File: config.mk
export PLATFORM = sky130hd
export DESIGN_NAME = zst_search
export DESIGN_NICKNAME = d
export VERILOG_FILES = /design/src/zst_pkg.sv /design/src/zst_ram.sv /design/src/zst_search.sv
export SDC_FILE = /design/constraint.sdc
export NUM_CORES = 2
export LEC_CHECK = 0
export ABC_AREA = 1
export BUFFER_PORTS_ARGS = -buffer_cell sky130_fd_sc_hd__buf_4
export CORE_MARGIN = 5
export CORE_UTILIZATION = 30
export CTS_CLUSTER_SIZE = 14
export DETAILED_ROUTE_END_ITERATION = 8
export GPL_ROUTABILITY_DRIVEN = 0
export PLACE_DENSITY = 0.49
export SLEW_MARGIN = 20
export SYNTH_ARGS = -nofsm -noshare
export SYNTH_HDL_FRONTEND = slang
export SYNTH_SLANG_ARGS = --single-unit
File: constraint.sdc
create_clock -name clock -period 7.6 [get_ports clock]
set_clock_uncertainty 0.1 [all_clocks]
set_input_delay 0.76 -clock clock [delete_from_list [all_inputs] [get_ports clock]]
set_output_delay 0.76 -clock clock [all_outputs]
set_load 0.01 [all_outputs]
File: src/zst_pkg.sv
`timescale 1ns / 1ps
`default_nettype none
// ----------------------------------------------------------------------------
// zst_pkg
// Shared types and constants of the zero-sum triplet finder.
// ----------------------------------------------------------------------------
package zst_pkg;

   // fixed width of the sample and result value ports
   localparam int SAMPLE_BITS = 16;

   // depth of the candidate queue between search and collect
   localparam int FIFO_DEPTH = 4;

   typedef enum logic [5:0] {
      F_LOAD  = 6'b000001,
      F_ROW_A = 6'b000010,
      F_ROW_B = 6'b000100,
      F_STEP  = 6'b001000,
      F_SKIP  = 6'b010000,
      F_END   = 6'b100000
   } front_state_type;

   typedef enum logic [2:0] {
      B_IDLE = 3'b001,
      B_SCAN = 3'b010,
      B_EMIT = 3'b100
   } back_state_type;

   typedef struct packed {
      logic full;
      logic empty;
   } fifo_status_type;

endpackage : zst_pkg
`default_nettype wire

File: src/zst_ram.sv
`timescale 1ns / 1ps
`default_nettype none
// ----------------------------------------------------------------------------
// zst_ram
// Generic single-write, single-read RAM with registered read data.
// ----------------------------------------------------------------------------
module zst_ram #(
   parameter int WIDTH = 16,
   parameter int DEPTH = 64
) (
   input  wire logic                                         clock,
   input  wire logic                                         wr_en,
   input  wire logic [((DEPTH > 1) ? $clog2(DEPTH) : 1)-1:0] wr_addr,
   input  wire logic [WIDTH-1:0]                             wr_data,
   input  wire logic [((DEPTH > 1) ? $clog2(DEPTH) : 1)-1:0] rd_addr,
   output logic      [WIDTH-1:0]                             rd_data
);

   logic [WIDTH-1:0] mem_ff [DEPTH];

   always_ff @(posedge clock) begin
      if (wr_en) begin
         mem_ff[wr_addr] <= wr_data;
      end
      rd_data <= mem_ff[rd_addr];
   end

endmodule : zst_ram
`default_nettype wire

File: src/zst_search.sv
`timescale 1ns / 1ps
`default_nettype none
// ----------------------------------------------------------------------------
// zst_search
// Front end: loads the value set, then walks the two-pointer search and
// queues every zero-sum hit, followed by an end-of-run marker.
// ----------------------------------------------------------------------------
module zst_search #(
   parameter int MAX_VALUES = 64,
   parameter int VALUE_BITS = 16
) (
   input  wire logic                                  clock,
   input  wire logic                                  reset,
   input  wire logic                                  start,
   output logic                                       busy,
   input  wire logic signed [zst_pkg::SAMPLE_BITS-1:0] req_sample,
   input  wire logic                                  req_final_item,
   output logic                                       push,
   output logic      [3*VALUE_BITS:0]                 push_data,
   input  wire zst_pkg::fifo_status_type              status
);

   localparam int VAW = $clog2(MAX_VALUES);
   localparam int VCW = $clog2(MAX_VALUES + 1);
   localparam int SW  = VALUE_BITS + 2;

   zst_pkg::front_state_type state_ff, state_in;
   logic [VCW-1:0]        count_ff, count_in;
   logic [VAW-1:0]        i_ff, i_in;
   logic [VAW-1:0]        j_ff, j_in;
   logic [VAW-1:0]        k_ff, k_in;
   logic [VALUE_BITS-1:0] vi_ff, vi_in;
   logic [VALUE_BITS-1:0] hit_ff, hit_in;

   logic                  accept;
   logic                  wr_en;
   logic [VALUE_BITS-1:0] wr_value;
   logic [VALUE_BITS-1:0] vj, vk;
   logic [SW-1:0]         sum;

   assign busy     = (state_ff != zst_pkg::F_LOAD);
   assign accept   = start && !busy;
   assign wr_en    = accept && (count_ff < VCW'(MAX_VALUES));
   assign wr_value = VALUE_BITS'($unsigned(req_sample));

   // both copies hold the same set; one follows j, the other k
   zst_ram #(.WIDTH(VALUE_BITS), .DEPTH(MAX_VALUES)) u_ram_j (
      .clock   (clock),
      .wr_en   (wr_en),
      .wr_addr (count_ff[VAW-1:0]),
      .wr_data (wr_value),
      .rd_addr (j_in),
      .rd_data (vj)
   );

   zst_ram #(.WIDTH(VALUE_BITS), .DEPTH(MAX_VALUES)) u_ram_k (
      .clock   (clock),
      .wr_en   (wr_en),
      .wr_addr (count_ff[VAW-1:0]),
      .wr_data (wr_value),
      .rd_addr (k_in),
      .rd_data (vk)
   );

   assign sum = {{2{vi_ff[VALUE_BITS-1]}}, vi_ff}
              + {{2{vj[VALUE_BITS-1]}}, vj}
              + {{2{vk[VALUE_BITS-1]}}, vk};

   always_comb begin
      state_in  = state_ff;
      count_in  = count_ff;
      i_in      = i_ff;
      j_in      = j_ff;
      k_in      = k_ff;
      vi_in     = vi_ff;
      hit_in    = hit_ff;
      push      = 1'b0;
      push_data = {1'b0, vi_ff, vj, vk};
      case (state_ff)
         zst_pkg::F_LOAD: begin
            if (accept) begin
               if (wr_en) begin
                  count_in = count_ff + VCW'(1);
               end
               if (req_final_item) begin
                  i_in = '0;
                  if (count_in < VCW'(3)) begin
                     state_in = zst_pkg::F_END;
                  end else begin
                     state_in = zst_pkg::F_ROW_A;
                  end
               end
            end
         end
         zst_pkg::F_ROW_A: begin
            // fetch the first value through the j copy
            j_in     = i_ff;
            k_in     = VAW'(count_ff - VCW'(1));
            state_in = zst_pkg::F_ROW_B;
         end
         zst_pkg::F_ROW_B: begin
            vi_in    = vj;
            j_in     = i_ff + VAW'(1);
            state_in = zst_pkg::F_STEP;
         end
         zst_pkg::F_STEP: begin
            if (j_ff >= k_ff) begin
               if (VCW'(i_ff) == count_ff - VCW'(3)) begin
                  state_in = zst_pkg::F_END;
               end else begin
                  i_in     = i_ff + VAW'(1);
                  state_in = zst_pkg::F_ROW_A;
               end
            end else if (sum == '0) begin
               if (!status.full) begin
                  push     = 1'b1;
                  hit_in   = vj;
                  j_in     = j_ff + VAW'(1);
                  state_in = zst_pkg::F_SKIP;
               end
            end else if (sum[SW-1]) begin
               j_in = j_ff + VAW'(1);
            end else begin
               k_in = k_ff - VAW'(1);
            end
         end
         zst_pkg::F_SKIP: begin
            // step j past the run of values equal to the hit
            if (j_ff < k_ff && vj == hit_ff) begin
               j_in = j_ff + VAW'(1);
            end else begin
               state_in = zst_pkg::F_STEP;
            end
         end
         zst_pkg::F_END: begin
            push_data = {1'b1, {(3*VALUE_BITS){1'b0}}};
            if (!status.full) begin
               push     = 1'b1;
               count_in = '0;
               state_in = zst_pkg::F_LOAD;
            end
         end
         default: begin
            state_in = zst_pkg::F_LOAD;
            count_in = '0;
         end
      endcase
   end

   always_ff @(posedge clock) begin
      if (reset) begin
         state_ff <= zst_pkg::F_LOAD;
         count_ff <= '0;
      end else begin
         state_ff <= state_in;
         count_ff <= count_in;
      end
   end

   always_ff @(posedge clock) begin
      i_ff   <= i_in;
      j_ff   <= j_in;
      k_ff   <= k_in;
      vi_ff  <= vi_in;
      hit_ff <= hit_in;
   end

`ifndef SYNTHESIS
   a_ptr_order: assert property (@(posedge clock) disable iff (reset)
      (state_ff == zst_pkg::F_STEP || state_ff == zst_pkg::F_SKIP) |-> (j_ff <= k_ff))
      else $error("zst_search: middle pointer passed last pointer");
`endif

endmodule : zst_search
`default_nettype wire

==> flow_metrics.tcl <==
set metrics [dict create \
    status "finished clean" \
    clock_sink_count 1119 \
    cts_resized 0 \
    synth.most_common_cell "nand3_1" \
    layout-drive-gt1-share_pct 7.60 \
    fill_cells 20659 \
    period_needed_ns 6.46 \
    vdd_drop_max_uv 347 \
    port_buffers 71 \
    required_ns 8.17 \
    wire_per_inst_um 25.6 \
    numCtsBuffers 121 \
    drt_first_pass_iters 6 \
    grt_max_degree 125 \
    pwr_density_cell_mw_per_mm2 446 \
    finalInstanceArea_mm2 0.0694 \
    ys_warn_count 0 \
    grt-ovfl-total 0 \
    pre_cts_slack_ns 1.29 \
    syn2layout_area_growth_pct 12.2 \
    yosys_most_used_dff "edfxtp_1" \
    endpoint_kind "register" \
    finalNetCount 7097 \
    critPathLaunchType "register" \
    cts_hold_buf 0 \
    post_layout_nonfiller_instances 9826 \
    antenna_found_initial 11 \
    synth_area_per_cell_um2 8.61 \
    p_leak_nw 27.8 \
    cts_tree "built" \
    fin_crit_sh_pct 85.0 \
    final-max-slew-violation-count 0 \
    fmax_mhz 155 \
    die_height_um 464 \
    yosys-top-cells-area "edfxtp_1, nand3_1, nand2_1" \
    synth_area_mm2 0.0619 \
    vias 54022 \
    drc 0 \
    worstSetupPathType "register to register" \
    post_cts_buffers 0 \
    synth_edf_count 1062 \
    num_rows 166 \
    worst_path_max_delay_cell "fa_1" \
    tightest_slew_ns 1.15 \
    cts_max_level 3 \
    final_antenna_net_count 0 \
    critPathMaxFanout 58 \
    drt_iter0_drc 6861 \
    grtUsageTotal_pct 22.4 \
    ys_seq_elements 1119 \
    synth_fp_nets 7248 \
    yosys.area.top_type "edfxtp_1" \
    ys_seq_area_share_pct 53.4 \
    place_area_mm2 0.0655 \
    routed_wl_mm 251 \
    io_pins 73 \
    synth_common_cells "nand3_1, nand2_1, edfxtp_1" \
    finalHoldViolCount 0 \
    synth_top_area_share_pct 51.6 \
    syn_inst 7182 \
    grt_pass1_wl_mm 359 \
    grt_pass1_vias 50440 \
    hp-class "primary input to register" \
    start_util_pct 30.2 \
    hpwl_mm 141 \
    cpPeakStageDelay_ns 0.57 \
    clock-root-buffer "clkbuf_16" \
    rsz0062_at_grt "false" \
    numPlacedInstances 9596 \
    finalSetupTns_ns 0 \
    arrival_ns 7.03 \
    clockBufferDepth 3 \
    core_area_mm2 0.205 \
    path_clk_slew_ns 0.06 \
    synth-async-reset-ratio_pct 0 \
    synthDistinctLibCells 53 \
    layout_setup_ws_ns 1.14 \
    critPathMostFrequentCell "nand2_1" \
    die_w_um 464 \
    finalSetupViolations 0 \
    die_area_mm2 0.215 \
    cap_violations 0 \
    via_per_inst 5.50 \
    relSlewSlack_pct 23.0 \
    clock_latency_ns 0.77 \
]
through the flow:
| step | util (%) | power [W] | hold slack, ns |
|---|---|---|---|
| floorplan | - | 0.0178 | 0.359 |
| global placement | 32.0 | 0.0246 | 0.381 |
| detailed placement | 32.0 | 0.0247 | 0.381 |
| CTS | 33.9 | 0.0307 | 0.120 |
| global route | 33.9 | 0.0325 | 0.169 |
| finish | 33.9 | 0.0310 | 0.177 |
worst max-delay path, delay by kind of cell (launching register included):
kind,cells,cell delay [ns]
AND/OR/NAND/NOR,23,3.20
adder cells (fa/ha/maj),3,1.22
buffers and inverters,5,1.27
flip-flops,1,0.44
path summary, 6_finish.rpt:
check / depth (start not counted) / endpoint / startpoint / slack (ns)
worst min-delay path: 2 / count_ff[3] / reset / 0.18
worst max register to register: 31 / u_ram_j.rd_data[6] / vi_ff[1] / 1.14
worst min register to register: 1 / state_ff[0] / state_ff[0] / 0.40
worst max-delay path: 31 / u_ram_j.rd_data[6] / vi_ff[1] / 1.14
placed cells by master, fill, tap and decap left out, types with 5 or more instances in the layout:
master        n
buf_4       201
or2_2         8
edfxtp_1   1062
nand4_1      15
nand3b_1    312
o21ai_0      24
clkinv_2     16
xnor2_1      17
ha_1         27
nand3_1    2254
nand2_4       5
bufinv_16    15
clkbuf_16   121
nor2_4        8
nor2_2       63
xor2_1       19
inv_1       820
fa_1         17
clkbuf_1     30
inv_6         6
buf_12       50
dfxtp_1      57
nor3_1       10
a21oi_1      36
nor2_1      117
o211ai_1     90
clkinv_1     32
nand3_2       6
inv_2        12
nand2_1    1630
state kept, by name, summed over array words and instances, names as in the netlist:
signal           cells
hit_ff              16
u_ram_j.mem_ff      16
state_ff             6
i_ff                 6
k_ff                 6
j_ff                 6
u_ram_k.mem_ff    1008
vi_ff               16
count_ff             7
u_ram_j.rd_data     16
u_ram_k.rd_data     16
power breakdown:
part | internal (W) | switching, W
Sequential | 0.00698 | 0.000287
Combinational | 0.00478 | 0.0129
Clock | 0.00346 | 0.00258
kinds of logic (layout without fill, tap and decap cells):
kind of cell / count (synthesis) / after routing / share of synthesized area (%)
AOI/OAI and AO/OA: 177 / 177 / 1.95
and+or+nand+nor: 4446 / 4446 / 33.8
DFF: 1119 / 1119 / 53.4
other: 0 / 2 / 0
adders and majority gates: 44 / 44 / 1.10
buffers and inverters: 1360 / 1314 / 9.29
xor gates and xnor gates: 36 / 36 / 0.510
cell type report:
cell class	instances	area, um^2	area share (%)
Antenna cell	2	5.00	0.00721
Clock buffer	155	3200	4.60
Clock inverter	73	752	1.08
Inverter	835	3150	4.53
Multi-Input combinational cell	4703	23400	33.7
Sequential cell	1119	33000	47.6
Tap cell	2688	3360	4.84
Timing Repair Buffer	251	2510	3.62
routing by layer:
metal,wire length [um],vias up,global-route usage [%]
met5,92,-,0
met2,109000,2939,33.7
met1,106000,26418,31.3
met4,11000,16,9.60
li1,-,24130,-
met3,25700,519,4.51
Note: power is estimated with default switching activity, not from simulation.
