### src/zst_pkg.sv
`timescale 1ns / 1ps
`default_nettype none
// ----------------------------------------------------------------------------
// zst_pkg
// Shared types and constants of the zero-sum triplet finder.
// ----------------------------------------------------------------------------
package zst_pkg;

   // fixed width of the sample and result value ports
   localparam int SAMPLE_BITS = 16;

   // depth of the candidate queue between search and collect
   localparam int FIFO_DEPTH = 4;

   typedef enum logic [5:0] {
      F_LOAD  = 6'b000001,
      F_ROW_A = 6'b000010,
      F_ROW_B = 6'b000100,
      F_STEP  = 6'b001000,
      F_SKIP  = 6'b010000,
      F_END   = 6'b100000
   } front_state_type;

   typedef enum logic [2:0] {
      B_IDLE = 3'b001,
      B_SCAN = 3'b010,
      B_EMIT = 3'b100
   } back_state_type;

   typedef struct packed {
      logic full;
      logic empty;
   } fifo_status_type;

endpackage : zst_pkg
`default_nettype wire

### src/zst_ram.sv
`timescale 1ns / 1ps
`default_nettype none
// ----------------------------------------------------------------------------
// zst_ram
// Generic single-write, single-read RAM with registered read data.
// ----------------------------------------------------------------------------
module zst_ram #(
   parameter int WIDTH = 16,
   parameter int DEPTH = 64
) (
   input  wire logic                                         clock,
   input  wire logic                                         wr_en,
   input  wire logic [((DEPTH > 1) ? $clog2(DEPTH) : 1)-1:0] wr_addr,
   input  wire logic [WIDTH-1:0]                             wr_data,
   input  wire logic [((DEPTH > 1) ? $clog2(DEPTH) : 1)-1:0] rd_addr,
   output logic      [WIDTH-1:0]                             rd_data
);

   logic [WIDTH-1:0] mem_ff [DEPTH];

   always_ff @(posedge clock) begin
      if (wr_en) begin
         mem_ff[wr_addr] <= wr_data;
      end
      rd_data <= mem_ff[rd_addr];
   end

endmodule : zst_ram
`default_nettype wire

### src/zst_collect.sv
`timescale 1ns / 1ps
`default_nettype none
// ----------------------------------------------------------------------------
// zst_collect
// Back end: drops repeated triples against the triple store, flags overflow
// and emits the kept triples of a run one per cycle.
// ----------------------------------------------------------------------------
module zst_collect #(
   parameter int MAX_TRIPLES = 64,
   parameter int VALUE_BITS  = 16
) (
   input  wire logic                               clock,
   input  wire logic                               reset,
   output logic                                    pop,
   input  wire logic [3*VALUE_BITS:0]              pop_data,
   input  wire zst_pkg::fifo_status_type           status,
   output logic                                    rsp_strobe,
   output logic signed [zst_pkg::SAMPLE_BITS-1:0]  rsp_first_value,
   output logic signed [zst_pkg::SAMPLE_BITS-1:0]  rsp_second_value,
   output logic signed [zst_pkg::SAMPLE_BITS-1:0]  rsp_third_value,
   output logic                                    rsp_triple_valid,
   output logic                                    rsp_store_overflow,
   output logic                                    rsp_final_result
);

   localparam int TIW = (MAX_TRIPLES > 1) ? $clog2(MAX_TRIPLES) : 1;
   localparam int TCW = $clog2(MAX_TRIPLES + 1);
   localparam int TW  = 3 * VALUE_BITS;
   localparam int OW  = zst_pkg::SAMPLE_BITS;

   zst_pkg::back_state_type state_ff, state_in;
   logic [TCW-1:0] tcount_ff, tcount_in;
   logic [TCW-1:0] t_ff, t_in;
   logic           ovf_ff, ovf_in;
   logic [TW-1:0]  cand_ff, cand_in;

   logic           strobe_ff, strobe_in;
   logic [OW-1:0]  first_ff, first_in;
   logic [OW-1:0]  second_ff, second_in;
   logic [OW-1:0]  third_ff, third_in;
   logic           valid_ff, valid_in;
   logic           oflag_ff, oflag_in;
   logic           last_ff, last_in;

   logic           wr_en;
   logic [TW-1:0]  rd_word;

   zst_ram #(.WIDTH(TW), .DEPTH(MAX_TRIPLES)) u_ram_triple (
      .clock   (clock),
      .wr_en   (wr_en),
      .wr_addr (tcount_ff[TIW-1:0]),
      .wr_data (cand_ff),
      .rd_addr (t_in[TIW-1:0]),
      .rd_data (rd_word)
   );

   always_comb begin
      state_in  = state_ff;
      tcount_in = tcount_ff;
      t_in      = t_ff;
      ovf_in    = ovf_ff;
      cand_in   = cand_ff;
      pop       = 1'b0;
      wr_en     = 1'b0;
      strobe_in = 1'b0;
      first_in  = OW'(rd_word[3*VALUE_BITS-1:2*VALUE_BITS]);
      second_in = OW'(rd_word[2*VALUE_BITS-1:VALUE_BITS]);
      third_in  = OW'(rd_word[VALUE_BITS-1:0]);
      valid_in  = 1'b1;
      oflag_in  = ovf_ff;
      last_in   = (t_ff + TCW'(1) == tcount_ff);
      case (state_ff)
         zst_pkg::B_IDLE: begin
            // read address parks at entry 0 so a scan or emit starts at once
            t_in = '0;
            if (!status.empty) begin
               pop = 1'b1;
               if (pop_data[TW]) begin
                  if (tcount_ff == '0) begin
                     strobe_in = 1'b1;
                     first_in  = '0;
                     second_in = '0;
                     third_in  = '0;
                     valid_in  = 1'b0;
                     last_in   = 1'b1;
                     ovf_in    = 1'b0;
                  end else begin
                     state_in = zst_pkg::B_EMIT;
                  end
               end else begin
                  cand_in  = pop_data[TW-1:0];
                  state_in = zst_pkg::B_SCAN;
               end
            end
         end
         zst_pkg::B_SCAN: begin
            if (t_ff == tcount_ff) begin
               if (tcount_ff == TCW'(MAX_TRIPLES)) begin
                  ovf_in = 1'b1;
               end else begin
                  wr_en     = 1'b1;
                  tcount_in = tcount_ff + TCW'(1);
               end
               t_in     = '0;
               state_in = zst_pkg::B_IDLE;
            end else if (rd_word == cand_ff) begin
               t_in     = '0;
               state_in = zst_pkg::B_IDLE;
            end else begin
               t_in = t_ff + TCW'(1);
            end
         end
         zst_pkg::B_EMIT: begin
            strobe_in = 1'b1;
            if (last_in) begin
               tcount_in = '0;
               ovf_in    = 1'b0;
               t_in      = '0;
               state_in  = zst_pkg::B_IDLE;
            end else begin
               t_in = t_ff + TCW'(1);
            end
         end
         default: begin
            state_in  = zst_pkg::B_IDLE;
            tcount_in = '0;
            ovf_in    = 1'b0;
            t_in      = '0;
         end
      endcase
   end

   always_ff @(posedge clock) begin
      if (reset) begin
         state_ff  <= zst_pkg::B_IDLE;
         tcount_ff <= '0;
         ovf_ff    <= 1'b0;
         t_ff      <= '0;
         strobe_ff <= 1'b0;
      end else begin
         state_ff  <= state_in;
         tcount_ff <= tcount_in;
         ovf_ff    <= ovf_in;
         t_ff      <= t_in;
         strobe_ff <= strobe_in;
      end
   end

   always_ff @(posedge clock) begin
      cand_ff   <= cand_in;
      first_ff  <= first_in;
      second_ff <= second_in;
      third_ff  <= third_in;
      valid_ff  <= valid_in;
      oflag_ff  <= oflag_in;
      last_ff   <= last_in;
   end

   assign rsp_strobe         = strobe_ff;
   assign rsp_first_value    = $signed(first_ff);
   assign rsp_second_value   = $signed(second_ff);
   assign rsp_third_value    = $signed(third_ff);
   assign rsp_triple_valid   = valid_ff;
   assign rsp_store_overflow = oflag_ff;
   assign rsp_final_result   = last_ff;

`ifndef SYNTHESIS
   a_count_bound: assert property (@(posedge clock) disable iff (reset)
      tcount_ff <= TCW'(MAX_TRIPLES))
      else $error("zst_collect: triple count past store depth");

   a_final_clears: assert property (@(posedge clock) disable iff (reset)
      (strobe_ff && last_ff) |-> (tcount_ff == '0 && !ovf_ff))
      else $error("zst_collect: run state not cleared after last result");
`endif

endmodule : zst_collect
`default_nettype wire

### config.mk
export PLATFORM = sky130hd
export DESIGN_NAME = zst_collect
export DESIGN_NICKNAME = d
export VERILOG_FILES = /design/src/zst_pkg.sv /design/src/zst_ram.sv /design/src/zst_collect.sv
export SDC_FILE = /design/constraint.sdc
export NUM_CORES = 2
export LEC_CHECK = 0
export BUFFER_PORTS_ARGS = -buffer_cell sky130_fd_sc_hd__buf_2
export CORE_MARGIN = 2
export CORE_UTILIZATION = 44
export CTS_CLUSTER_SIZE = 20
export DETAILED_ROUTE_END_ITERATION = 8
export PLACE_DENSITY = 0.56
export SLEW_MARGIN = 20
export SYNTH_ARGS = -nofsm -noshare
export SYNTH_HDL_FRONTEND = slang
export SYNTH_SLANG_ARGS = --single-unit
export TNS_END_PERCENT = 20
### constraint.sdc
create_clock -name clock -period 17 [get_ports clock]
set_input_delay 1.7 -clock clock [delete_from_list [all_inputs] [get_ports clock]]
set_output_delay 1.7 -clock clock [all_outputs]
set_load 0.03 [all_outputs]
==> key figures <==
Synth
  – Async S/R FF share, synth: 0%
  – Dominant cells by area after synthesis: edfxtp_1 (75%), nand2_1 (3.6%), mux2i_1 (3.4%)
  – Top-area cell type share of the netlist area: 75.0%
  – Cell Area, Synth: 125000 um2
  – Post-synth top area cell: edfxtp_1
  – Count of different cell masters after synthesis: 94
  – Syn Area/Cell: 16.5 um2
  – Yosys Warn Count: 0
  – Yosys reg bits: 3238
  – Sequential share of the synthesized area: 76.9%
  – Synth Flop Type: edfxtp_1
  – Commonest cells post-synth: edfxtp_1 (3120), nand2_1 (1196), a21oi_1 (507)
  – Most frequent cell after synthesis: edfxtp_1
  – Number of synthesized flops with an enable pin: 3120
  – Cells after Synth: 7595
  – Syn_nets: 7651

Placed design
  – DP Area: 131000 um2
  – I/O Buffers: 104
  – RePlAce Congestion: 0.857
  – Pre-CTS setup slack: 9.11 ns
  – Placed cell count: 11244
  – DPL Wire Length: 237 mm

Setup path
  – Reg2Reg Setup Slack: 9.08 ns
  – Worst-path maximum fanout: 68
  – Crit path capture type: register
  – RR Startpoint: cand_ff[40]
  – Reg2reg path depth: 17
  – Crit path DAT: 8.74 ns
  – Startpoint Class: register
  – CP required: 17.82 ns
  – Crit path top cell by count: buf_4
  – CP max stage delay: 0.88 ns
  – Worst-path cell chain: buf_4, xor2_1, nor4_1, nand4_1, o31ai_4, buf_4, o22ai_4, buf_4, buf_4, buf_4, buf_4, nor2_4, buf_4, a32oi_1, o211ai_1, o21ai_0, o22a_1
  – Max stage delay cell, worst path: buf_4
  – FF-to-FF End: u_ram_triple.rd_data[30]
  – Critical path buffer and inverter count: 7
  – Path type of the worst setup path: register to register
  – CP top delay family: buffers and inverters

Layout
  – Share of cells above drive strength 1: 14.6%
  – Area grow syn2layout: 13.4%
  – Fin area: 142000 um2
  – Final Instance Count excl. Fillers: 11878
  – NumNets Final: 7896
  – Final core utilization: 50.2%

Power and ir drop
  – Worst vdd rail ir drop: 0.0000837 V
  – Total power: 16.4 mW
  – PD cells: 116 nW/um2
  – Leakage power total: 47.4 nW

Global route
  – Antenna violations before repair: 33
  – Global Route Usage Sum: 30.6%
  – Vias in the first global route: 71065
  – Global-route wire length before repair: 604 mm
  – Gr ovfl total: 0
  – Largest net degree at the start of global routing: 113

Hold path
  – WHS Endpoint: rsp_third_value[3]
  – Min-Delay Path Class: register to register
  – HP Start: u_ram_triple.rd_data[3]
  – Hold Path Cell Cnt: 1

STA
  – Min cycle time layout: 7.92 ns
  – Final setup margin: 9.08 ns
  – Setup_tns: 0 ns
  – Fin Clk Skew: 0.0744 ns
  – Slew headroom: 16.5%
  – Max Fclk: 126 MHz
  – RSZ-0062 raised after global routing: false
  – Max Slew Vio Count: 0
  – Worst hold slack: 0.538 ns
  – Actual slew at the worst max-slew pin: 1.25 ns
  – Final worst path period share: 46.6%
  – Final Hold Fails: 0
  – Final setup viols: 0

Floorplanning
  – Die Height: 537 um
  – Area of the core: 282000 um2
  – Rows: 195
  – Die X: 537 um
  – Starting density of the core: 44.3%
  – Die area: 288000 um2
  – I/O Pins: 106

Detailed routing
  – Pre-antenna DRT Iters: 8
  – Top sig layer: met5
  – DRC errors left: 0
  – Drt initial violations: 13960
  – WL met1: 177 mm
  – Vias: 77116
  – Metal2 WL: 202 mm
  – Vias per inst: 6.49
  – Detail Route Antenna Nets: 0
  – Routed met3 length: 51.6 mm
  – Detailed Route WL: 449 mm
  – Wire per inst: 37.8 um

Run
  – # Max-Cap Violations: 0

Clock tree
  – Clock-pin slew on the worst setup and hold paths: 0.06 ns
  – Post-CTS Resized: 0
  – Skew-Pair Late Insertion Delay: 0.91 ns
  – CTS tree: yes
  – Clock sink count: 3238
  – Inserted Clock Buffers: 337
  – CTS Buffer Depth: 4
  – H-tree level count: 5
  – Post-CTS Hold Buffers: 0
  – Setup bufs post-CTS: 0
  – CTS root buffer: clkbuf_16

Run status
  – Status: completed
==> state kept, by name, indices dropped and copies added (netlist names) <==
register,cells
rsp_second_value,16
u_ram_triple.rd_data,48
rsp_third_value,16
state_ff,3
rsp_first_value,16
rsp_store_overflow,1
rsp_triple_valid,1
t_ff,7
oflag_in,1
cand_ff,48
u_ram_triple.mem_ff,3072
rsp_strobe,1
tcount_ff,7
rsp_final_result,1
==> cell families after synthesis <==
logic type                 Yosys count  share of synthesized area, %
xor gates and xnor gates            70                         0.518
adders and majority gates            3                        0.0300
AOI/OAI and AO/OA                 1422                          7.75
buffers and inverters              496                          2.13
DFF                               3238                          76.9
and+or+nand+nor                   1717                          5.75
muxes                              649                          6.95
==> power by group <==
part	total [mW]	switching [mW]	internal, mW
clock	7.44	3.12	4.32
sequential	8.75	0.00849	8.74
combinational	0.229	0.188	0.0407
==> worst max path at each step <==
stage | startpoint | to | slack [ns] | depth (start not counted)
finish | cand_ff[40] | u_ram_triple.rd_data[30] | 9.08 | 17
global route | cand_ff[25] | u_ram_triple.rd_data[19] | 8.79 | 13
CTS | cand_ff[25] | u_ram_triple.rd_data[19] | 9.12 | 13
detailed placement | cand_ff[25] | u_ram_triple.rd_data[19] | 9.11 | 13
global placement | cand_ff[25] | u_ram_triple.rd_data[19] | 9.11 | 13
floorplan | pop_data[48] | cand_ff[0] | 9.90 | 1
==> routing by layer <==
metal	vias to the layer above	GRT usage [%]
met1	40507	43.8
met4	12	11.5
met5	-	0
met3	852	5.91
met2	5309	46.6
li1	30436	-
==> layout make-up <==
class                      instances  area (um2)
tap                             3743        4680
clock buffer                     475        9440
timing repair buffer             390        2860
multi-input combinational       3861       27000
antenna                           20        50.0
sequential                      3238       96100
fill                           23186      141000
clock inverter                   139        1560
inverter                          12        45.0
==> placed cells by master, fill, tap and decap left out, drive strengths merged, types with 50 or more instances in the layout <==
cell type,instances
nor4,50
a2111oi,79
o22ai,139
and2,57
edfxtp,3120
xor2,54
clkinv,91
nor3,57
mux2,60
nand3,146
a21oi,508
nand2,1197
mux2i,421
o211ai,53
buf,390
dfxtp,118
o21ai,117
mux4,168
clkbuf,475
a221o,53
nor2,144
a211oi,63
Power figures use the tool's default switching activity.
