[src/zst_pkg.sv]
`timescale 1ns / 1ps
`default_nettype none
// ----------------------------------------------------------------------------
// zst_pkg
// Shared types and constants of the zero-sum triplet finder.
// ----------------------------------------------------------------------------
package zst_pkg;

   // fixed width of the sample and result value ports
   localparam int SAMPLE_BITS = 16;

   // depth of the candidate queue between search and collect
   localparam int FIFO_DEPTH = 4;

   typedef enum logic [5:0] {
      F_LOAD  = 6'b000001,
      F_ROW_A = 6'b000010,
      F_ROW_B = 6'b000100,
      F_STEP  = 6'b001000,
      F_SKIP  = 6'b010000,
      F_END   = 6'b100000
   } front_state_type;

   typedef enum logic [2:0] {
      B_IDLE = 3'b001,
      B_SCAN = 3'b010,
      B_EMIT = 3'b100
   } back_state_type;

   typedef struct packed {
      logic full;
      logic empty;
   } fifo_status_type;

endpackage : zst_pkg
`default_nettype wire

[src/zst_fifo.sv]
`timescale 1ns / 1ps
`default_nettype none
// ----------------------------------------------------------------------------
// zst_fifo
// Short register queue carrying candidate triples and end-of-run markers.
// ----------------------------------------------------------------------------
module zst_fifo #(
   parameter int WIDTH = 49
) (
   input  wire logic                  clock,
   input  wire logic                  reset,
   input  wire logic                  push,
   input  wire logic [WIDTH-1:0]      push_data,
   input  wire logic                  pop,
   output logic      [WIDTH-1:0]      pop_data,
   output zst_pkg::fifo_status_type   status
);

   localparam int PW = $clog2(zst_pkg::FIFO_DEPTH);

   logic [WIDTH-1:0] mem_ff [zst_pkg::FIFO_DEPTH];
   logic [PW-1:0]    wr_ptr_ff, wr_ptr_in;
   logic [PW-1:0]    rd_ptr_ff, rd_ptr_in;
   logic [PW:0]      count_ff, count_in;

   always_comb begin
      wr_ptr_in = push ? wr_ptr_ff + PW'(1) : wr_ptr_ff;
      rd_ptr_in = pop ? rd_ptr_ff + PW'(1) : rd_ptr_ff;
      count_in  = count_ff + (PW+1)'(push) - (PW+1)'(pop);
   end

   always_ff @(posedge clock) begin
      if (reset) begin
         wr_ptr_ff <= '0;
         rd_ptr_ff <= '0;
         count_ff  <= '0;
      end else begin
         wr_ptr_ff <= wr_ptr_in;
         rd_ptr_ff <= rd_ptr_in;
         count_ff  <= count_in;
      end
   end

   always_ff @(posedge clock) begin
      if (push) begin
         mem_ff[wr_ptr_ff] <= push_data;
      end
   end

   assign pop_data     = mem_ff[rd_ptr_ff];
   assign status.full  = (count_ff == (PW+1)'(zst_pkg::FIFO_DEPTH));
   assign status.empty = (count_ff == '0);

`ifndef SYNTHESIS
   a_no_push_full: assert property (@(posedge clock) disable iff (reset)
      push |-> !status.full)
      else $error("zst_fifo: push while full");

   a_no_pop_empty: assert property (@(posedge clock) disable iff (reset)
      pop |-> !status.empty)
      else $error("zst_fifo: pop while empty");
`endif

endmodule : zst_fifo
`default_nettype wire

[config.mk]
export PLATFORM = sky130hd
export DESIGN_NAME = zst_fifo
export DESIGN_NICKNAME = d
export VERILOG_FILES = /design/src/zst_pkg.sv /design/src/zst_fifo.sv
export SDC_FILE = /design/constraint.sdc
export NUM_CORES = 1
export LEC_CHECK = 0
export ABC_AREA = 0
export CAP_MARGIN = 30
export CORE_MARGIN = 3
export CORE_UTILIZATION = 26
export CTS_CLUSTER_DIAMETER = 150
export DETAILED_ROUTE_END_ITERATION = 6
export DONT_BUFFER_PORTS = 1
export PLACE_DENSITY = 0.38
export REMOVE_ABC_BUFFERS = 1
export SLEW_MARGIN = 20
export SYNTH_ARGS = -nofsm -noshare
export SYNTH_HDL_FRONTEND = slang
export SYNTH_SLANG_ARGS = --single-unit
[constraint.sdc]
create_clock -name clock -period 4 [get_ports clock]
set_clock_uncertainty 0.2 [all_clocks]
set_input_delay 0.2 -clock clock [delete_from_list [all_inputs] [get_ports clock]]
set_output_delay 0.2 -clock clock [all_outputs]
set_load 0.02 [all_outputs]
==> results.yml, run 1 <==
status:
  outcome: "finished, final reports clean"
detailed_routing:
  vias_per_cell: 4.20
  drc: 0
  first_pass_iters: 4
  num_vias: 3241
  detail_route.wl_per_cell_um: 19.8
  wirelength_mm: 15.3
  drtIter0Drc: 178
  antenna_left: 0
hold_path:
  hp-class: "input pin to flop"
  hold_start: "push"
sta:
  rsz0062_at_grt: "false"
  fin_crit_ns: 2.71
  finalHoldViolCount: 0
  setup_viol: 0
  max_slew_margin: 0.462
  tns_ns: 0
  maxSlewViolCount: 0
  post-route-period-util: 0.677
  worst_slew_pin_slew_ns: 0.807
  fmax_mhz: 369
power:
  power_leakage_nw: 2.92
  power_density_nw_per_um2: 540
  vdd_drop_max_mv: 0.246
critical_path:
  path_cells: "buf_12 > buf_4 > mux4_2"
  setup.worst_path.end: "pop_data[32]"
  r2r_slack_ns: 1.80
  crit_path_max_incr_delay_ns: 0.62
  worstReg2RegEnd: "mem_ff[1][20]"
  cp_slowest_cell: "mux4_2"
  path_depth: 3
  worst_ep_arrival_time_ns: 2.31
  rr_startpoint: "wr_ptr_ff[1]"
  critPathMaxFanout: 21
  end_kind: "output pin"
  start_kind: "flop"
  crit_type: "flop to output pin"
  crit_family: "multiplexers"
  crit_required_ns: 3.60
  r2r_cells: 4
  critPathBufInv: 2
clock_network:
  clk_path_buf_depth: 3
  path_clk_slew_ns: 0.06
  cts_tree: "yes"
  insertion_delay_ns: 0.50
  htreeDepth: 1
  cts_made_buffers: 24
  clkSinkCount: 205
  cts_resized: 0
  clockRootBuffer: "clkbuf_16"
layout:
  nNetsFinal: 435
  n_fill_cell: 2662
  final_util: 0.330
  syn_to_final_growth_pct: 23.3
  drive_above_1_share: 0.244
placed_design:
  dp_hpwl_mm: 8.73
  gp_congestion: 0.695
  numPortBuffers: 0
floorplan:
  die-height_um: 176
  dieArea_um2: 31000
  fp.dieW_um: 176
  row_count: 61
  ios: 104
  core_area_um2: 28200
  start_util: 0.267
global_routing:
  antenna_found_initial: 1
  grt_max_degree: 50
  grt_pass1_wl_mm: 22.9
  overflow: 0
  grt_pass1_vias: 3575
  grt_util_all_layers: 0.0981
synth:
  synth_commonest_cells: "edfxtp_1 (196), mux4_2 (47), dfxtp_1 (9)"
  synth_top_area_share: 0.782
  synth_edf_count: 196
  synth_area_per_cell_um2: 25.3
  syn_inst: 298
  ys.warnings.count: 0
  yosys-top-cells-area: "edfxtp_1 (78%), mux4_2 (14%), dfxtp_1 (2.4%)"
  syn-cell-area_um2: 7530
  yosys.cell_types.count: 23
  synth-async-reset-ratio: 0
  synth_top_area_cell: "edfxtp_1"
  ys_ff_latch: 205
  ys.flop_type: "edfxtp_1"
  synthMostInstantiatedCell: "edfxtp_1"
  yosysSeqAreaShare: 0.805
job:
  maxCapViolations: 0
per-layer routing:
layer / part of all wire / GRT usage / vias to the layer above
li1: - / - / 1415
met1: 0.42 / 0.125 / 1703
met4: 0.019 / 0.0271 / 0
met5: 0 / 0 / -
met3: 0.10 / 0.0441 / 27
met2: 0.46 / 0.153 / 96
what timing repair did:
| item | CTS | global route |
|---|---|---|
| hold buffers | 53 | 0 |
| setup buffers | 0 | 0 |
| endpoints found under the hold margin | 205 | 0 |
per-stage QoR:
step                power [mW]  cells  cell area [µm²]  hold slack, ns  worst slack (ns)
CTS                       5.12    769             9240           0.116              1.03
detailed placement        2.99    672             7970          0.0694              1.57
global route              5.24    772             9280           0.115              1.09
floorplan                 2.88    287             7440          0.0716             0.682
finish                    5.01    772             9280          0.0969              1.29
global placement          2.98    672             7970          0.0698              1.60
layout make-up:
type	instances	area, µm²	area share
Sequential cell	205	6070	0.654
Timing Repair Buffer	62	623	0.0671
Clock buffer	31	648	0.0698
Antenna cell	1	2.50	0.000270
Multi-Input combinational cell	76	1350	0.146
Tap cell	378	473	0.0510
Inverter	6	22.5	0.00243
Clock inverter	13	90.1	0.00970
layout by cell type (no fill, tap or decap), types with 4 or more instances in the layout:
| master | n |
|---|---|
| clkinv_2 | 5 |
| clkbuf_16 | 25 |
| dlygate4sd3_1 | 53 |
| buf_4 | 7 |
| dfxtp_1 | 7 |
| clkinv_1 | 5 |
| and2_2 | 4 |
| inv_1 | 6 |
| nor2_1 | 5 |
| mux4_2 | 47 |
| ha_1 | 6 |
| edfxtp_1 | 196 |
| clkbuf_1 | 6 |
power breakdown:
group / internal (mW) / switching (mW) / leakage [nW] / total, mW
clock: 1.21 / 0.812 / 0.361 / 2.02
combinational: 0.194 / 0.287 / 0.687 / 0.481
sequential: 2.47 / 0.0428 / 1.88 / 2.51
total: 3.87 / 1.14 / 2.92 / 5.01
flip-flops by register name (all words and copies together), names as in the netlist, named ones only:
register / flops
mem_ff: 196
count_ff: 3
rd_ptr_ff: 2
wr_ptr_ff: 2
how the worst min path moves through the flow:
| stage | to | slack, ns | cells past startpoint |
|---|---|---|---|
| finish | mem_ff[1][28] | 0.1 | 1 |
| CTS | mem_ff[1][2] | 0.12 | 1 |
| global route | mem_ff[1][2] | 0.11 | 1 |
| global placement | flop | 0.07 | 1 |
| detailed placement | flop | 0.07 | 1 |
| floorplan | count_ff[0] | 0.07 | 1 |
cell families (layout without fill, tap and decap cells):
group / Yosys count / after routing / synth area share
mux: 50 / 50 / 0.149
fa+ha+maj: 7 / 7 / 0.0126
compound gates: 2 / 2 / 0.00199
simple gates: 14 / 14 / 0.00997
other cells: 0 / 1 / 0
flops: 205 / 205 / 0.805
xor+xnor: 3 / 3 / 0.00548
buf+inv: 17 / 112 / 0.0156
worst reg2reg max path: stages, from the launching register on:
cell and delay, ns:
dfxtp_1 0.34, inv_1 0.09, ha_1 0.13, and2_2 0.52, buf_4 0.56
(Power assumes the default switching activity.)
==> inputs of run 2 (changes only) <==
--- a/config.mk
+++ b/config.mk
@@ -5,7 +5,7 @@
 export SDC_FILE = /design/constraint.sdc
 export NUM_CORES = 1
 export LEC_CHECK = 0
-export ABC_AREA = 0
+export ABC_AREA = 1
 export CAP_MARGIN = 30
 export CORE_MARGIN = 3
 export CORE_UTILIZATION = 26
==> constraint.sdc (replaced) <==
create_clock -name clock -period 2.55 [get_ports clock]
set_clock_uncertainty 0.2 [all_clocks]
set_input_delay 0.1275 -clock clock [delete_from_list [all_inputs] [get_ports clock]]
set_output_delay 0.1275 -clock clock [all_outputs]
set_load 0.02 [all_outputs]
==> run 2 against run 1 <==
Against the previous run:
- flip-flop and latch count stayed put
- combinational power up 59%
- final area increased by 7.1%
- synthesized cell count is 110% higher
- critical endpoint is now count_ff[1]
- largest power group unchanged
==> results.yml, run 2 <==
critical_path:
  start_kind: "flop"
  path_cells: "inv_1 > ha_1 > inv_1 > ha_1 > fa_1 > dlygate4sd3_1 > inv_1 > nor2_1"
  end_kind: "flop"
  worst_ep_arrival_time_ns: 2.55
  cp_slowest_cell: "dlygate4sd3_1"
  critPathBufInv: 4
  critPathMaxFanout: 3
  crit_type: "flop to flop"
  crit_family: "adder cells"
  cpMostUsedCell: "inv_1"
  r2r_slack_ns: 0.25
  crit_required_ns: 2.80
  crit_path_max_incr_delay_ns: 0.54
layout:
  final_cell_mix: "edfxtp_1 (196), inv_1 (111), nand2_1 (106)"
  layout_commonest_cell: "edfxtp_1"
  syn_to_final_growth_pct: 21.9
  largestRegisters: "mem_ff (196), count_ff (3)"
  nNetsFinal: 751
  top_register: "mem_ff"
  drive_above_1_share: 0.0763
  final_util: 0.323
  largest_reg_flops: 196
floorplan:
  row_count: 64
  dieArea_um2: 33500
  ios: 104
  start_util: 0.265
  core_area_um2: 30700
  fp.dieW_um: 183
  die-height_um: 183
sta:
  setup_viol: 0
  max_slew_margin: 0.519
  fmax_mhz: 435
  hold_slack_ns: 0.0775
  rsz0062_at_grt: "false"
  finalHoldViolCount: 0
  post-route-period-util: 0.901
  worst_slew_pin_slew_ns: 0.722
  maxSlewViolCount: 0
  fin_crit_ns: 2.30
synth:
  synth_edf_count: 196
  ys.flop_type: "edfxtp_1"
  synthMostInstantiatedCell: "edfxtp_1"
  yosys-top-cells-area: "edfxtp_1 (72%), inv_1 (5.3%), nand2_1 (4.9%)"
  yosys.cell_types.count: 18
  ys_ff_latch: 205
  synth_top_area_cell: "edfxtp_1"
  synth_area_per_cell_um2: 13.0
  synth_top_area_share: 0.721
  syn_inst: 629
  synth-async-reset-ratio: 0
  syn-cell-area_um2: 8160
  yosysSeqAreaShare: 0.743
  synth_commonest_cells: "edfxtp_1 (196), inv_1 (115), nand2_1 (106)"
  ys.warnings.count: 0
power:
  vdd_drop_max_mv: 0.463
  power_density_nw_per_um2: 800
  power_leakage_nw: 3.66
clock_network:
  htreeDepth: 1
  cts_tree: "yes"
  cts_made_buffers: 25
  clkSinkCount: 205
  clk_path_buf_depth: 3
  clockRootBuffer: "clkbuf_16"
  postCtsSetupBuffers: 0
  insertion_delay_ns: 0.51
  cts_resized: 0
  hold_buffers: 54
  path_clk_slew_ns: 0.05
placed_design:
  numPortBuffers: 0
  gp_congestion: 0.670
  dp_hpwl_mm: 10.0
global_routing:
  grt_pass1_vias: 4819
  grt_max_degree: 121
  antenna_found_initial: 2
  grt_util_all_layers: 0.102
  overflow: 0
  grt_pass1_wl_mm: 26.9
hold_path:
  hp-class: "input pin to flop"
detailed_routing:
  num_vias: 4637
  wirelength_mm: 16.9
  drtIter0Drc: 246
  antenna_left: 0
  detail_route.wl_per_cell_um: 15.3
  drc: 0
  vias_per_cell: 4.20
  first_pass_iters: 4
job:
  maxCapViolations: 0
status:
  outcome: "finished, final reports clean"
-- run 2: changes by cell type after synthesis, sizes merged, moves of 2 or more --
cell    before  now
a21oi        1   55
and2         4    0
buf         11   28
clkbuf       0    5
inv          6  115
mux4        49    0
nand2        0  106
nor2b        2    0
o211ai       0   49
o21ai        0   53
xnor2        2    0
-- run 2: final cells by class --
type	instances	area, µm²
repair buffers	68	746
clock inverters	16	130
multi-input cells	276	1430
diodes	1	2.50
inverters	115	432
clock buffers	28	637
flip-flops and latches	205	6070
well taps	396	495
fillers	3053	20800
-- run 2: cell families (layout without fill, tap and decap cells) --
family | after synthesis | after routing | synth area share
flops | 205 | 205 | 0.743
buf+inv | 148 | 227 | 0.0814
fa+ha+maj | 7 | 7 | 0.0117
compound gates | 157 | 157 | 0.112
simple gates | 112 | 112 | 0.0518
other cells | 0 | 1 | 0
-- run 2: metal layers --
layer / global-route usage / part of all wire / vias to the layer above
met5: 0 / 0.00077 / -
met4: 0.0311 / 0.026 / 2
met3: 0.0363 / 0.073 / 33
met2: 0.166 / 0.47 / 95
met1: 0.128 / 0.43 / 2197
li1: - / - / 2310
-- run 2: worst paths after layout --
kind | start | end | depth (start not counted)
setup / recovery | count_ff[0] | count_ff[1] | 8
hold / removal | pop | count_ff[2] | 6
setup reg to reg | count_ff[0] | count_ff[1] | 8
hold reg to reg | rd_ptr_ff[0] | flop | 1
-- run 2: stage by stage --
step           std cells  setup TNS, ns  worst slack [ns]  power, mW  area [µm²]
2_1_floorplan        596         -82.89             -1.71       4.46        7930
3_3_place_gp        1006              0             0.763       4.63        8640
3_5_place_dp        1006              0             0.729       4.65        8640
4_1_cts             1104              0             0.249       8.13        9940
5_1_grt             1105              0            0.0726       8.37        9950
6_report            1105              0             0.254       7.96        9950
-- run 2: worst min-delay path, cell delays in order --
cell and delay, ns:
ha_1 0.17, inv_1 0.08, fa_1 0.16, inv_1 0.04, a21oi_1 0.11, nor2_1 0.06
-- run 2: report_power, final --
| group | internal [mW] | switching (mW) | leakage [nW] | total [mW] |
|---|---|---|---|---|
| Clock | 1.98 | 1.31 | 0.373 | 3.29 |
| Sequential | 3.85 | 0.0503 | 1.88 | 3.90 |
| Combinational | 0.219 | 0.544 | 1.41 | 0.763 |
| Total | 6.05 | 1.91 | 3.66 | 7.96 |
==> inputs of run 3 (changes only) <==
==> constraint.sdc (replaced) <==
create_clock -name clock -period 2.55 [get_ports clock]
set_clock_uncertainty 0.2 [all_clocks]
set_input_delay 0.1275 -clock clock [delete_from_list [all_inputs] [get_ports clock]]
set_output_delay 0.1275 -clock clock [all_outputs]
set_load 0.05 [all_outputs]
==> run 3 against run 2 <==
Against the previous run:
- register-to-register slack is essentially flat
- worst hold slack better by 0.022 ns
- clock-buffer cell count is 5 higher
- combinational power grew 40%
- total power rose by 6.1%
- worst setup slack worse by 0.010 ns
- maximum frequency shrank 0.44%
- non-clock buffer count is 3 higher
- first-iteration DRC count is 26% lower
- largest power group unchanged
==> results.yml, run 3 (synthesized netlist as in run 2, its figures left out) <==
power:
  power_leakage_nw: 3.71
  vdd_drop_max_mv: 0.583
  power_frac_comb: 0.127
  power_density_nw_per_um2: 840
  power_frac_seq: 0.463
  swShare: 0.257
  p_switching_mw: 2.17
  p_clk_frac: 0.409
  p_int_mw: 6.27
floorplan:
  row_count: 64
  core_area_um2: 30700
  fp.dieW_um: 183
  ios: 104
  start_util: 0.265
  die-height_um: 183
  dieArea_um2: 33500
layout:
  drive_above_1_share: 0.0871
  top_register: "mem_ff"
  final_cell_mix: "edfxtp_1 (196), inv_1 (111), nand2_1 (105)"
  largest_reg_flops: 196
  layout_commonest_cell: "edfxtp_1"
  final_cell_area_um2: 10000
  nNetsFinal: 754
  syn_to_final_growth_pct: 23.1
  largestRegisters: "mem_ff (196), count_ff (3)"
sta:
  setup_slack_ns: 0.243
  fmax_mhz: 434
  fin_crit_ns: 2.31
  post-route-period-util: 0.905
  worst_slew_pin_slew_ns: 0.561
  finalHoldViolCount: 0
  maxSlewViolCount: 0
  rsz0062_at_grt: "false"
  max_slew_margin: 0.625
  setup_viol: 0
placed_design:
  gp_congestion: 0.704
  place_ws_ns: 0.659
  placed_area_um2: 8650
  numPortBuffers: 0
  dp_hpwl_mm: 10.7
critical_path:
  critPathBufInv: 4
  crit_family: "adder cells"
  crit_required_ns: 2.79
  crit_type: "flop to flop"
  critPathLaunch: "count_ff[0]"
  start_kind: "flop"
  critPathMaxFanout: 3
  cpMostUsedCell: "inv_1"
  rr_startpoint: "count_ff[0]"
  path_cells: "inv_1 > ha_1 > inv_1 > ha_1 > fa_1 > dlygate4sd3_1 > inv_1 > nor2_1"
  crit_path_max_incr_delay_ns: 0.54
  worst_ep_arrival_time_ns: 2.55
  end_kind: "flop"
  cp_slowest_cell: "dlygate4sd3_1"
detailed_routing:
  detail_route.wl_per_cell_um: 15.9
  antenna_left: 0
  wirelength_mm: 17.6
  drc: 0
  num_vias: 4698
  drtIter0Drc: 183
  vias_per_cell: 4.23
  first_pass_iters: 4
global_routing:
  grt_max_degree: 62
  overflow: 0
  grt_util_all_layers: 0.103
  grt_pass1_wl_mm: 26.8
  antenna_found_initial: 4
  grt_pass1_vias: 4744
status:
  outcome: "finished, final reports clean"
clock_network:
  cts_made_buffers: 25
  insertion_delay_ns: 0.50
  path_clk_slew_ns: 0.06
  clkSinkCount: 205
  clk_path_buf_depth: 3
  clockRootBuffer: "clkbuf_16"
  cts_tree: "yes"
  htreeDepth: 1
hold_path:
  hold_start: "reset"
  hp-class: "input pin to flop"
job:
  maxCapViolations: 0
run 3: cell count changes in the layout (fill, tap and decap cells not counted), sizes merged:
cell and delta:
buf +3, bufinv +1, clkbuf +5, clkinv -4, diode +1, inv -1
run 3: path summary, 6_finish.rpt:
check	slack [ns]	to	cells after the start
setup / recovery	0.24	count_ff[1]	8
hold / removal	0.1	count_ff[1]	2
setup reg to reg	0.24	count_ff[1]	8
hold reg to reg	0.25	flop	2
run 3: layout make-up:
type                    instances  area (µm²)
clock buffers                  33         686
inverters                     115         432
diodes                          2        5.00
repair buffers                 71         788
multi-input cells             276        1430
fillers                      3061       20700
flip-flops and latches        205        6070
well taps                     396         495
clock inverters                12         134
run 3: timing repair:
action | in CTS | in global routing
hold buffers | 54 | 0
endpoints found under the hold margin | 310 | 0
buffers inserted | 0 | 1
setup endpoints to repair | 0 | 3
gates resized for setup | 0 | 1
run 3: through the flow:
stage | TNS [ns] | hold WS, ns | util | power, mW | cells
global placement | 0 | 0.00122 | 0.281 | 4.94 | 1008
detailed placement | 0 | 0.00754 | 0.281 | 4.95 | 1008
floorplan | -92.29 | -0.00128 | - | 4.73 | 596
global route | 0 | 0.0946 | 0.327 | 8.83 | 1110
finish | 0 | 0.0994 | 0.327 | 8.44 | 1110
CTS | 0 | 0.0656 | 0.326 | 8.60 | 1107
run 3: metal layers:
layer	up-vias	share of wire	track usage
met2	93	0.47	0.175
met4	4	0.021	0.0241
li1	2318	-	-
met3	30	0.060	0.0341
met5	-	0.0012	0
met1	2253	0.44	0.128
run 3: power groups by stage:
stage               clock [mW]  combinational (mW)  sequential [mW]
floorplan                    0               0.718             4.02
global placement             0               0.952             3.98
detailed placement           0               0.965             3.99
CTS                       3.60                1.08             3.92
global route              3.73                1.17             3.92
finish                    3.46                1.07             3.91
